<file path="src/rtl/sbte_pkg.sv">
// Package for the SPI buffered transfer engine.
// Holds item codes, controller states, the command struct and default sizes.
// No dependencies.
package sbte_pkg;

   localparam int DEFAULT_BUFFER_DEPTH = 32;
   localparam int DEFAULT_NUM_SELECTS  = 8;

   // Fixed field widths of one beat.
   localparam int FUNC_W  = 2;
   localparam int INDEX_W = 5;
   localparam int BYTE_W  = 8;
   localparam int COUNT_W = 8;
   localparam int PIN_W   = 3;

   // Width used for the count / index compares (holds 0..255 and a depth of 255).
   localparam int CMP_W = 9;

   typedef enum logic [FUNC_W-1:0] {
      FUNC_WRITE    = 2'd0,
      FUNC_START    = 2'd1,
      FUNC_EXCHANGE = 2'd2,
      FUNC_READ     = 2'd3
   } func_type;

   typedef enum logic [1:0] {
      ST_IDLE,
      ST_EXEC,
      ST_RESP
   } state_type;

   typedef struct packed {
      logic capture;   // latch the incoming beat
      logic execute;   // apply the latched item to the buffer and state
   } cmd_type;

endpackage

</file>
<file path="src/rtl/sbte_ram.sv">
// Generic single-write, single-read RAM with registered read data.
// No dependencies.
module sbte_ram #(
   parameter int WIDTH = 8,
   parameter int DEPTH = 32,
   localparam int AW = (DEPTH > 1) ? $clog2(DEPTH) : 1
) (
   input  logic             clock,
   input  logic             wr_en,
   input  logic [AW-1:0]    wr_addr,
   input  logic [WIDTH-1:0] wr_data,
   input  logic             rd_en,
   input  logic [AW-1:0]    rd_addr,
   output logic [WIDTH-1:0] rd_data
);

   logic [WIDTH-1:0] mem_ff [DEPTH];
   logic [WIDTH-1:0] rd_data_ff;

   always_ff @(posedge clock) begin
      if (wr_en) begin
         mem_ff[wr_addr] <= wr_data;
      end
      if (rd_en) begin
         rd_data_ff <= mem_ff[rd_addr];
      end
   end

   assign rd_data = rd_data_ff;

endmodule

</file>
<file path="src/rtl/sbte_datapath.sv">
// Datapath of the SPI buffered transfer engine: latched beat, transfer state,
// per-entry valid bits and the buffer RAM. Depends on sbte_pkg and sbte_ram.
module sbte_datapath import sbte_pkg::*; #(
   parameter int BUFFER_DEPTH = DEFAULT_BUFFER_DEPTH,
   parameter int NUM_SELECTS  = DEFAULT_NUM_SELECTS
) (
   input  logic               clock,
   input  logic               reset,
   input  cmd_type            cmd,
   input  logic [FUNC_W-1:0]  req_func,
   input  logic [INDEX_W-1:0] req_index,
   input  logic [BYTE_W-1:0]  req_data,
   input  logic [COUNT_W-1:0] req_send_count,
   input  logic [COUNT_W-1:0] req_recv_count,
   input  logic               req_use_select,
   input  logic [PIN_W-1:0]   req_slave_pin,
   output logic [BYTE_W-1:0]  rsp_mosi_byte,
   output logic               rsp_mosi_valid,
   output logic               rsp_select_active,
   output logic [PIN_W-1:0]   rsp_selected_slave,
   output logic               rsp_busy_res,
   output logic               rsp_done_res,
   output logic [BYTE_W-1:0]  rsp_read_data,
   output logic               rsp_read_valid,
   output logic               rsp_rejected
);

   localparam int AW = (BUFFER_DEPTH > 1) ? $clog2(BUFFER_DEPTH) : 1;
   localparam int LW = $clog2(BUFFER_DEPTH + 1);

   // latched beat
   func_type           func_ff;
   logic [INDEX_W-1:0] index_ff;
   logic [BYTE_W-1:0]  data_ff;
   logic [COUNT_W-1:0] scount_ff;
   logic [COUNT_W-1:0] rcount_ff;
   logic               use_sel_ff;
   logic [PIN_W-1:0]   pin_ff;

   // transfer state
   logic [LW-1:0]      length_ff, length_in;
   logic [LW-1:0]      pos_ff, pos_in;
   logic               busy_ff, busy_in;
   logic               sel_en_ff, sel_en_in;
   logic [PIN_W-1:0]   sel_idx_ff, sel_idx_in;
   logic               valid_ff [BUFFER_DEPTH];
   logic               valid_in [BUFFER_DEPTH];

   // result flags
   logic               mosi_v_ff, mosi_v_in;
   logic               done_ff, done_in;
   logic               rd_v_ff, rd_v_in;
   logic               rej_ff, rej_in;
   logic [AW-1:0]      raddr_ff;

   // RAM access
   logic               ram_we;
   logic [AW-1:0]      ram_waddr;
   logic               ram_re;
   logic [AW-1:0]      ram_raddr;
   logic [BYTE_W-1:0]  ram_rdata;

   logic [LW-1:0]      s_len, r_len, pos_next;
   logic               hit;

   always_ff @(posedge clock) begin
      if (cmd.capture) begin
         func_ff    <= func_type'(req_func);
         index_ff   <= req_index;
         data_ff    <= req_data;
         scount_ff  <= req_send_count;
         rcount_ff  <= req_recv_count;
         use_sel_ff <= req_use_select;
         pin_ff     <= req_slave_pin;
      end
   end

   assign s_len = (CMP_W'(scount_ff) > CMP_W'(BUFFER_DEPTH)) ? LW'(BUFFER_DEPTH)
                                                             : LW'(scount_ff);
   assign r_len = (CMP_W'(rcount_ff) > CMP_W'(BUFFER_DEPTH)) ? LW'(BUFFER_DEPTH)
                                                             : LW'(rcount_ff);
   assign pos_next = LW'(pos_ff + LW'(1));

   always_comb begin
      length_in  = length_ff;
      pos_in     = pos_ff;
      busy_in    = busy_ff;
      sel_en_in  = sel_en_ff;
      sel_idx_in = sel_idx_ff;
      valid_in   = valid_ff;
      mosi_v_in  = 1'b0;
      done_in    = 1'b0;
      rd_v_in    = 1'b0;
      rej_in     = 1'b0;
      ram_we     = 1'b0;
      ram_waddr  = '0;
      ram_re     = 1'b0;
      ram_raddr  = '0;
      unique case (func_ff)
         FUNC_WRITE: begin
            if (busy_ff) begin
               rej_in = 1'b1;
            end else if (CMP_W'(index_ff) < CMP_W'(BUFFER_DEPTH)) begin
               ram_we    = 1'b1;
               ram_waddr = AW'(index_ff);
               valid_in[AW'(index_ff)] = 1'b1;
            end
         end
         FUNC_START: begin
            if (busy_ff) begin
               rej_in = 1'b1;
            end else begin
               length_in = (s_len > r_len) ? s_len : r_len;
               // bytes between send and receive counts go out as zero
               for (int i = 0; i < BUFFER_DEPTH; i++) begin
                  if (CMP_W'(i) >= CMP_W'(s_len) && CMP_W'(i) < CMP_W'(r_len)) begin
                     valid_in[i] = 1'b0;
                  end
               end
               sel_en_in  = use_sel_ff && (CMP_W'(pin_ff) < CMP_W'(NUM_SELECTS));
               sel_idx_in = pin_ff;
               pos_in     = '0;
               busy_in    = 1'b1;
               ram_re     = 1'b1;
               ram_raddr  = '0;
               mosi_v_in  = 1'b1;
            end
         end
         FUNC_EXCHANGE: begin
            if (busy_ff) begin
               ram_we    = 1'b1;
               ram_waddr = AW'(pos_ff);
               valid_in[AW'(pos_ff)] = 1'b1;
               if (pos_next < length_ff) begin
                  pos_in    = pos_next;
                  ram_re    = 1'b1;
                  ram_raddr = AW'(pos_next);
                  mosi_v_in = 1'b1;
               end else begin
                  pos_in  = '0;
                  busy_in = 1'b0;
                  done_in = 1'b1;
               end
            end
         end
         FUNC_READ: begin
            if (!busy_ff && CMP_W'(index_ff) < CMP_W'(length_ff)
                && CMP_W'(index_ff) < CMP_W'(BUFFER_DEPTH)) begin
               ram_re    = 1'b1;
               ram_raddr = AW'(index_ff);
               rd_v_in   = 1'b1;
            end
         end
         default: begin
         end
      endcase
   end

   always_ff @(posedge clock) begin
      if (reset) begin
         length_ff  <= '0;
         pos_ff     <= '0;
         busy_ff    <= 1'b0;
         sel_en_ff  <= 1'b0;
         sel_idx_ff <= '0;
         mosi_v_ff  <= 1'b0;
         done_ff    <= 1'b0;
         rd_v_ff    <= 1'b0;
         rej_ff     <= 1'b0;
         raddr_ff   <= '0;
         for (int i = 0; i < BUFFER_DEPTH; i++) begin
            valid_ff[i] <= 1'b0;
         end
      end else if (cmd.execute) begin
         length_ff  <= length_in;
         pos_ff     <= pos_in;
         busy_ff    <= busy_in;
         sel_en_ff  <= sel_en_in;
         sel_idx_ff <= sel_idx_in;
         mosi_v_ff  <= mosi_v_in;
         done_ff    <= done_in;
         rd_v_ff    <= rd_v_in;
         rej_ff     <= rej_in;
         raddr_ff   <= ram_raddr;
         valid_ff   <= valid_in;
      end
   end

   sbte_ram #(
      .WIDTH (BYTE_W),
      .DEPTH (BUFFER_DEPTH)
   ) u_ram (
      .clock   (clock),
      .wr_en   (cmd.execute && ram_we),
      .wr_addr (ram_waddr),
      .wr_data (data_ff),
      .rd_en   (cmd.execute && ram_re),
      .rd_addr (ram_raddr),
      .rd_data (ram_rdata)
   );

   // never-written entries read as zero
   assign hit = valid_ff[raddr_ff];

   assign rsp_mosi_byte      = (mosi_v_ff && hit) ? ram_rdata : '0;
   assign rsp_mosi_valid     = mosi_v_ff;
   assign rsp_select_active  = busy_ff && sel_en_ff;
   assign rsp_selected_slave = sel_idx_ff;
   assign rsp_busy_res       = busy_ff;
   assign rsp_done_res       = done_ff;
   assign rsp_read_data      = (rd_v_ff && hit) ? ram_rdata : '0;
   assign rsp_read_valid     = rd_v_ff;
   assign rsp_rejected       = rej_ff;

   a_done_idle: assert property (@(posedge clock) disable iff (reset)
      done_ff |-> !busy_ff)
      else $error("done flagged while transfer still busy");

   a_pos_in_range: assert property (@(posedge clock) disable iff (reset)
      busy_ff |-> (pos_ff < length_ff) || (pos_ff == '0))
      else $error("transfer position beyond length");

   a_reject_clean: assert property (@(posedge clock) disable iff (reset)
      rej_ff |-> !mosi_v_ff && !done_ff && !rd_v_ff)
      else $error("rejected item produced data");

   a_read_idle: assert property (@(posedge clock) disable iff (reset)
      rd_v_ff |-> !busy_ff && !mosi_v_ff)
      else $error("read returned data during a transfer");

endmodule

</file>
<file path="src/rtl/sbte_ctrl.sv">
// Controller of the SPI buffered transfer engine: accept, execute, respond.
// Depends on sbte_pkg.
module sbte_ctrl import sbte_pkg::*; (
   input  logic    clock,
   input  logic    reset,
   input  logic    req_valid,
   output logic    req_stall,
   output logic    rsp_valid,
   input  logic    rsp_stall,
   output cmd_type cmd
);

   state_type state_ff, state_in;

   always_ff @(posedge clock) begin
      if (reset) begin
         state_ff <= ST_IDLE;
      end else begin
         state_ff <= state_in;
      end
   end

   always_comb begin
      state_in = state_ff;
      unique case (state_ff)
         ST_IDLE: begin
            if (req_valid) begin
               state_in = ST_EXEC;
            end
         end
         ST_EXEC: state_in = ST_RESP;
         ST_RESP: begin
            if (!rsp_stall) begin
               state_in = ST_IDLE;
            end
         end
         default: state_in = ST_IDLE;
      endcase
   end

   always_comb begin
      req_stall   = 1'b1;
      rsp_valid   = 1'b0;
      cmd.capture = 1'b0;
      cmd.execute = 1'b0;
      unique case (state_ff)
         ST_IDLE: begin
            req_stall   = 1'b0;
            cmd.capture = req_valid;
         end
         ST_EXEC: cmd.execute = 1'b1;
         ST_RESP: rsp_valid = 1'b1;
         default: begin
         end
      endcase
   end

   a_exec_follows: assert property (@(posedge clock) disable iff (reset)
      cmd.capture |=> cmd.execute)
      else $error("accepted beat not executed");

   a_result_after_exec: assert property (@(posedge clock) disable iff (reset)
      cmd.execute |=> rsp_valid && req_stall)
      else $error("no result after execute");

   a_stall_while_resp: assert property (@(posedge clock) disable iff (reset)
      rsp_valid |-> req_stall && !cmd.capture)
      else $error("request accepted while a response is pending");

endmodule

</file>
<file path="src/rtl/spi_buffered_transfer_engine.sv">
// SPI buffered transfer engine, top level: controller plus datapath.
// Depends on sbte_pkg, sbte_ctrl, sbte_datapath (and sbte_ram beneath it).
//
// Byte-level SPI master transaction engine around one shared send/receive
// buffer of BUFFER_DEPTH bytes. Every request beat (func = write, start,
// byte exchanged, read) gives exactly one response beat. Writes load buffer
// bytes while idle; start clamps both counts to the depth, takes the larger
// as transfer length, zeroes bytes from the send count up to the receive
// count and offers byte 0 in rsp_mosi_byte with rsp_mosi_valid. Each
// byte-exchanged beat stores req_data in place and offers the next byte; the
// last one drops busy and select and pulses rsp_done_res. A zero length still
// exchanges one byte. Write or start while busy is flagged in rsp_rejected.
// Reads return bytes below the transfer length while idle.
// Each beat passes the accept state, an execute state that does the buffer
// RAM write and issues its read, and a response state that presents the
// registered RAM read port's data until the response is taken. Beats are
// handled one at a time. The buffer reads as all zeros after reset through
// per-entry valid bits that reset clears all together; there is no clearing
// pass. The range zeroing at start also clears its valid bits all together.
module spi_buffered_transfer_engine import sbte_pkg::*; #(
   parameter int BUFFER_DEPTH = DEFAULT_BUFFER_DEPTH,
   parameter int NUM_SELECTS  = DEFAULT_NUM_SELECTS
) (
   input  logic               clock,
   input  logic               reset,
   // request channel
   input  logic               req_valid,
   output logic               req_stall,
   input  logic [FUNC_W-1:0]  req_func,
   input  logic [INDEX_W-1:0] req_index,
   input  logic [BYTE_W-1:0]  req_data,
   input  logic [COUNT_W-1:0] req_send_count,
   input  logic [COUNT_W-1:0] req_recv_count,
   input  logic               req_use_select,
   input  logic [PIN_W-1:0]   req_slave_pin,
   // response channel
   output logic               rsp_valid,
   input  logic               rsp_stall,
   output logic [BYTE_W-1:0]  rsp_mosi_byte,
   output logic               rsp_mosi_valid,
   output logic               rsp_select_active,
   output logic [PIN_W-1:0]   rsp_selected_slave,
   output logic               rsp_busy_res,
   output logic               rsp_done_res,
   output logic [BYTE_W-1:0]  rsp_read_data,
   output logic               rsp_read_valid,
   output logic               rsp_rejected
);

   cmd_type cmd;

   // sequencing: idle -> execute -> hold response until taken
   sbte_ctrl u_ctrl (
      .clock     (clock),
      .reset     (reset),
      .req_valid (req_valid),
      .req_stall (req_stall),
      .rsp_valid (rsp_valid),
      .rsp_stall (rsp_stall),
      .cmd       (cmd)
   );

   // buffer, transfer state and response fields; the fields stay stable
   // while the response is stalled since nothing executes in that state
   sbte_datapath #(
      .BUFFER_DEPTH (BUFFER_DEPTH),
      .NUM_SELECTS  (NUM_SELECTS)
   ) u_datapath (
      .clock              (clock),
      .reset              (reset),
      .cmd                (cmd),
      .req_func           (req_func),
      .req_index          (req_index),
      .req_data           (req_data),
      .req_send_count     (req_send_count),
      .req_recv_count     (req_recv_count),
      .req_use_select     (req_use_select),
      .req_slave_pin      (req_slave_pin),
      .rsp_mosi_byte      (rsp_mosi_byte),
      .rsp_mosi_valid     (rsp_mosi_valid),
      .rsp_select_active  (rsp_select_active),
      .rsp_selected_slave (rsp_selected_slave),
      .rsp_busy_res       (rsp_busy_res),
      .rsp_done_res       (rsp_done_res),
      .rsp_read_data      (rsp_read_data),
      .rsp_read_valid     (rsp_read_valid),
      .rsp_rejected       (rsp_rejected)
   );

endmodule
</file>
<file path="config.mk">
export PLATFORM = sky130hd
export DESIGN_NAME = spi_buffered_transfer_engine
export DESIGN_NICKNAME = d
export VERILOG_FILES = /design/src/rtl/sbte_pkg.sv /design/src/rtl/sbte_ram.sv /design/src/rtl/sbte_datapath.sv /design/src/rtl/sbte_ctrl.sv /design/src/rtl/spi_buffered_transfer_engine.sv
export SDC_FILE = /design/constraint.sdc
export NUM_CORES = 1
export LEC_CHECK = 0
export BUFFER_PORTS_ARGS = -buffer_cell sky130_fd_sc_hd__buf_4
export CAP_MARGIN = 20
export CORE_ASPECT_RATIO = 0.6
export CORE_MARGIN = 2
export CORE_UTILIZATION = 52
export CTS_CLUSTER_SIZE = 30
export DETAILED_ROUTE_END_ITERATION = 6
export GPL_ROUTABILITY_DRIVEN = 0
export GPL_TIMING_DRIVEN = 0
export PLACE_DENSITY = 0.69
export SLEW_MARGIN = 20
export SYNTH_ARGS = -nofsm -noshare
export SYNTH_HDL_FRONTEND = slang
export SYNTH_SLANG_ARGS = --single-unit
export TNS_END_PERCENT = 5
</file>
<file path="constraint.sdc">
create_clock -name clock -period 4.5 [get_ports clock]
set_clock_uncertainty 0.15 [all_clocks]
set_input_delay 0.225 -clock clock [delete_from_list [all_inputs] [get_ports clock]]
set_output_delay 0.225 -clock clock [all_outputs]
set_load 0.03 [all_outputs]
</file>
==> impl.org <==
** Timing
- The total count of hold-check failures in the final report came to 0.
- Highest clock frequency the design can meet :: 0.225 GHz
- Endpoints failing setup :: 0
- Setup repair after global routing could not meet its margin everywhere.
- Post-layout min period :: 4450 ps
- At the pin with the least slew margin, the transition time is 1160 ps.
- Final count of pins violating max slew :: 0
- The worst path uses 99.0% of the clock period.
- Relative max-transition margin :: 22.8%

** Yosys
- Portion of the post-synthesis area used by sequential elements :: 64.1%
- Post-synth cell types :: 64
- sky130_fd_sc_hd__edfxtp_1 takes more of the synthesized area than any other cell.
- For this run, the leading register cell type out of synthesis is sky130_fd_sc_hd__edfxtp_1.
- The synthesized netlist occupies a cell area of 0.0159 mm2.
- Counting every instance in the synthesized netlist gives 1295.
- Number of nets produced by synthesis :: 1359
- Ranked by total cell area, the synthesized netlist is headed by sky130_fd_sc_hd__edfxtp_1 (57%), sky130_fd_sc_hd__dfxtp_1 (7.6%), sky130_fd_sc_hd__nand2_1 (4.1%), sky130_fd_sc_hd__a21oi_1 (3.5%), sky130_fd_sc_hd__mux2i_1 (2.8%).
- Each instance of the synthesized netlist takes up on average 12.3 um2.
- Number of synthesized flops with an enable pin :: 299
- For this run, asynchronously set or reset flops after synthesis account for 0%.
- During synthesis, Yosys emitted a total of 0 warnings.
- Summed over its instances, the top area cell type makes up 56.6% of the synthesized netlist area.
- After synthesis the netlist holds a flip-flop and latch count of 359.

** Status
- Result of the run :: complete, no violations

** Global routing
- Overall routing resource usage :: 29.4%
- Maximum number of pins on one net before global-route repair :: 33
- For this run the aggregate overflow at the end of global routing stands at 0.
- Antenna violations before repair :: 0
- The first global-routing pass estimated 69.2 mm of wire.
- The number of global-route vias before repair is 10857.

** Worst setup path
- Slowest cell on the critical path :: sky130_fd_sc_hd__or4_4
- CP Class :: reg2reg
- Worst path cell trace :: buf_8 > nand3_4 > nor3_4 > xor2_2 > ha_1 > and2_1 > o2111a_1 > or4_4 > and2_4 > buf_6 > buf_6 > buf_6 > buf_12 > mux2i_4 > a211oi_1 > a22oi_2 > nand4_1
- The cell that appears most often on the critical path is sky130_fd_sc_hd__buf_6.
- Data arrival time of the critical path :: 4540 ps
- STA classifies the critical path startpoint as a register.
- Required time worst endpoint :: 4590 ps
- Family of cells with the greatest summed delay on the critical path :: simple AND/OR/NAND/NOR gates
- The number of buffers and inverters on the critical path is 5.
- Max stage delay on crit path :: 530 ps
- STA classifies the critical path endpoint as a register.
- In this run the worst path has a maximum fanout of 10.

** Layout
- Share of cells above drive strength 1 :: 16.8%
- Final core area utilization :: 63.2%
- The final layout contains 1508 nets.
- From synthesis to final layout, the design area changed by 19.4%.

** Die
- The die is 139 um tall.
- Effective utilization at floorplan :: 52.9%
- The die covers 0.0320 mm2.
- Floorplan core area :: 0.0300 mm2
- IO Count :: 66
- Row generation in the floorplan step produced 49 rows.
- The die is 230 um wide.

** Drt
- In the routed layout, each cell is associated on average with a via count of 6.35.
- Number of detailed-route iterations in the first pass :: 6
- Vias after detailed routing :: 11931
- Number of remaining DRC errors :: 0
- Average wire length per cell after detail routing :: 25.4 um
- Summed over all layers, the routed wires come to 47.7 mm.
- The detailed router finished its first iteration with 1712 violations.
- Residual antenna-violating net count after detailed routing :: 0

** Pwr
- Power spread over the standard cell area amounts to 378 mW/mm2.
- Total design power :: 7.15 mW
- Peak VDD IR :: 300 uV
- For this design the static power due to leakage is 6.41 nW.

** Clocking
- TritonCTS clock tree :: built
- Clk buf depth :: 3
- TritonCTS created 34 clock buffers.
- Clock insertion delay at the later pin of the skew report :: 530 ps
- The tree is rooted in a sky130_fd_sc_hd__clkbuf_16.
- Clock tree synthesis found a total of 359 sinks.
- After clock tree synthesis, the clock-pin slew on the worst setup and hold paths is 60 ps.
- Number of H-tree levels :: 2

** Run
- The tool flagged a number of max-cap violations equal to 0.

** Hold path
- Hold WC Path Type :: in2reg

** Placement
- The HPWL after detailed placement is 34.2 mm.
- Quantity of I/O buffers inserted on ports :: 64
## final timing paths
kind | from | end | slack [ps] | cells past startpoint
worst min register to register | u_datapath.rsp_selected_slave[0]$_SDFFE_PP0P_ | u_datapath.rsp_selected_slave[0]$_SDFFE_PP0P_ | 310 | 2
worst max register to register | u_datapath.pos_ff[2]$_SDFFE_PP0P_ | u_datapath.u_ram.rd_data[4]$_DFFE_PP_ | 50 | 17
worst min-delay path | reset | u_datapath.length_ff[5]$_SDFFE_PP0P_ | 100 | 3
worst max-delay path | u_datapath.pos_ff[2]$_SDFFE_PP0P_ | u_datapath.u_ram.rd_data[4]$_DFFE_PP_ | 50 | 17
## kinds of logic (layout without fill, tap and decap cells)
| group | count (synthesis) | count (layout) | share of synthesized area (%) |
|---|---|---|---|
| AND/OR/NAND/NOR | 426 | 426 | 12.3 |
| flip-flops | 359 | 359 | 64.1 |
| AO/OA/AOI/OAI | 326 | 326 | 14.2 |
| buffers and inverters | 99 | 273 | 2.88 |
| multiplexers | 56 | 56 | 4.33 |
| adder cells (fa/ha/maj) | 25 | 25 | 1.97 |
| XOR/XNOR | 4 | 4 | 0.221 |
| other | 0 | 2 | 0 |
## stage by stage
stage	cells	instance area (um2)	setup TNS, ps	worst slack (ps)	hold WS, ps
after floorplan	1295	15900	0	485	174
after global placement	1767	16900	-10680	-966	253
after detailed placement	1771	17000	-6750	-1050	254
after CTS	1869	18600	-19.9	-19.4	77.7
after global routing	1877	18900	-370	-79.9	122
final	1879	18900	0	47.2	104
## final cells by class
| class | instances | area [um2] |
|---|---|---|
| Fill cell | 2288 | 11000 |
| Sequential cell | 359 | 10200 |
| Multi-Input combinational cell | 837 | 5570 |
| Timing Repair Buffer | 114 | 1010 |
| Clock buffer | 45 | 953 |
| Tap cell | 408 | 510 |
| Buffer | 77 | 447 |
| Clock inverter | 16 | 171 |
| Inverter | 21 | 78.8 |
| Antenna cell | 2 | 5.00 |
## synthesized netlist by cell type, drive strengths merged, types with 14 or more instances
| cell | instances |
|---|---|
| a21oi | 113 |
| nand2 | 174 |
| nor3 | 25 |
| ha | 25 |
| edfxtp | 299 |
| nand3 | 50 |
| buf | 22 |
| o22ai | 40 |
| a22oi | 14 |
| a221o | 20 |
| nor2 | 87 |
| clkbuf | 56 |
| o21ai | 16 |
| dfxtp | 60 |
| and2 | 33 |
| mux2i | 45 |
| a211oi | 37 |
| inv | 21 |
## worst reg2reg max path, delay by kind of cell, from the launching register on
kind,cells,cell delay [ps]
flip-flops,1,400
XOR/XNOR,1,230
buffers and inverters,5,820
adder cells (fa/ha/maj),1,290
multiplexers,1,270
AND/OR/NAND/NOR,6,1430
AO/OA/AOI/OAI,3,590
## per-layer routing
metal	up-vias	share of wire, %	GRT usage (%)
met5	-	0.14	4.46
met4	2	1.1	5.02
met3	58	16	14.9
met2	775	37	35.3
met1	5839	45	46.3
li1	5257	-	-
## cells in the final DEF, fill, tap and decap left out, types with 5 or more instances in the layout
cell type	n
sky130_fd_sc_hd__a211oi_1	30
sky130_fd_sc_hd__a211oi_2	6
sky130_fd_sc_hd__a21boi_0	10
sky130_fd_sc_hd__a21oi_1	107
sky130_fd_sc_hd__a21oi_2	5
sky130_fd_sc_hd__a221o_1	15
sky130_fd_sc_hd__a221o_2	5
sky130_fd_sc_hd__a221oi_1	8
sky130_fd_sc_hd__a22oi_1	11
sky130_fd_sc_hd__a311oi_1	10
sky130_fd_sc_hd__a32o_1	8
sky130_fd_sc_hd__and2_1	29
sky130_fd_sc_hd__buf_2	7
sky130_fd_sc_hd__buf_4	73
sky130_fd_sc_hd__buf_6	10
sky130_fd_sc_hd__buf_8	8
sky130_fd_sc_hd__clkbuf_1	48
sky130_fd_sc_hd__clkbuf_16	35
sky130_fd_sc_hd__clkbuf_2	10
sky130_fd_sc_hd__clkinvlp_4	6
sky130_fd_sc_hd__dfxtp_1	55
sky130_fd_sc_hd__dlygate4sd3_1	37
sky130_fd_sc_hd__edfxtp_1	299
sky130_fd_sc_hd__ha_1	24
sky130_fd_sc_hd__inv_1	21
sky130_fd_sc_hd__mux2i_1	35
sky130_fd_sc_hd__mux2i_4	6
sky130_fd_sc_hd__mux4_2	10
sky130_fd_sc_hd__nand2_1	174
sky130_fd_sc_hd__nand3_1	48
sky130_fd_sc_hd__nand3b_1	8
sky130_fd_sc_hd__nand4_1	9
sky130_fd_sc_hd__nor2_1	86
sky130_fd_sc_hd__nor2b_1	9
sky130_fd_sc_hd__nor3_1	23
sky130_fd_sc_hd__o21a_1	6
sky130_fd_sc_hd__o21ai_0	14
sky130_fd_sc_hd__o22ai_1	39
sky130_fd_sc_hd__or3_1	9
## flip-flops by register name, summed over array words and instances, names as in the netlist, 2 cells and up
signal and count:
u_datapath.u_ram.mem_ff 256, u_datapath.pos_ff 6, u_datapath.pin_ff 3, u_datapath.rsp_selected_slave 3, u_datapath.raddr_ff 5, u_datapath.scount_ff 8, u_datapath.func_ff 2, u_ctrl.state_ff 2
u_datapath.u_ram.rd_data 8, u_datapath.index_ff 5, u_datapath.data_ff 8, u_datapath.valid_ff 32, u_datapath.rcount_ff 8, u_datapath.length_ff 6
## timing repair
item	CTS	global route
pin swaps	3	13
hold buffers	37	0
gates cloned	0	0
endpoints found under the hold margin	37	0
setup buffers	1	4
setup endpoints to repair	11	14
gates resized for setup	46	57
## power breakdown
group | internal (mW) | switching (mW) | leakage, nW
Sequential | 3.64 | 0.0538 | 3.20
Clock | 1.68 | 1.26 | 0.534
Combinational | 0.186 | 0.328 | 2.68
Total | 5.51 | 1.65 | 6.41
No activity file was read; power rests on OpenSTA's default activity.
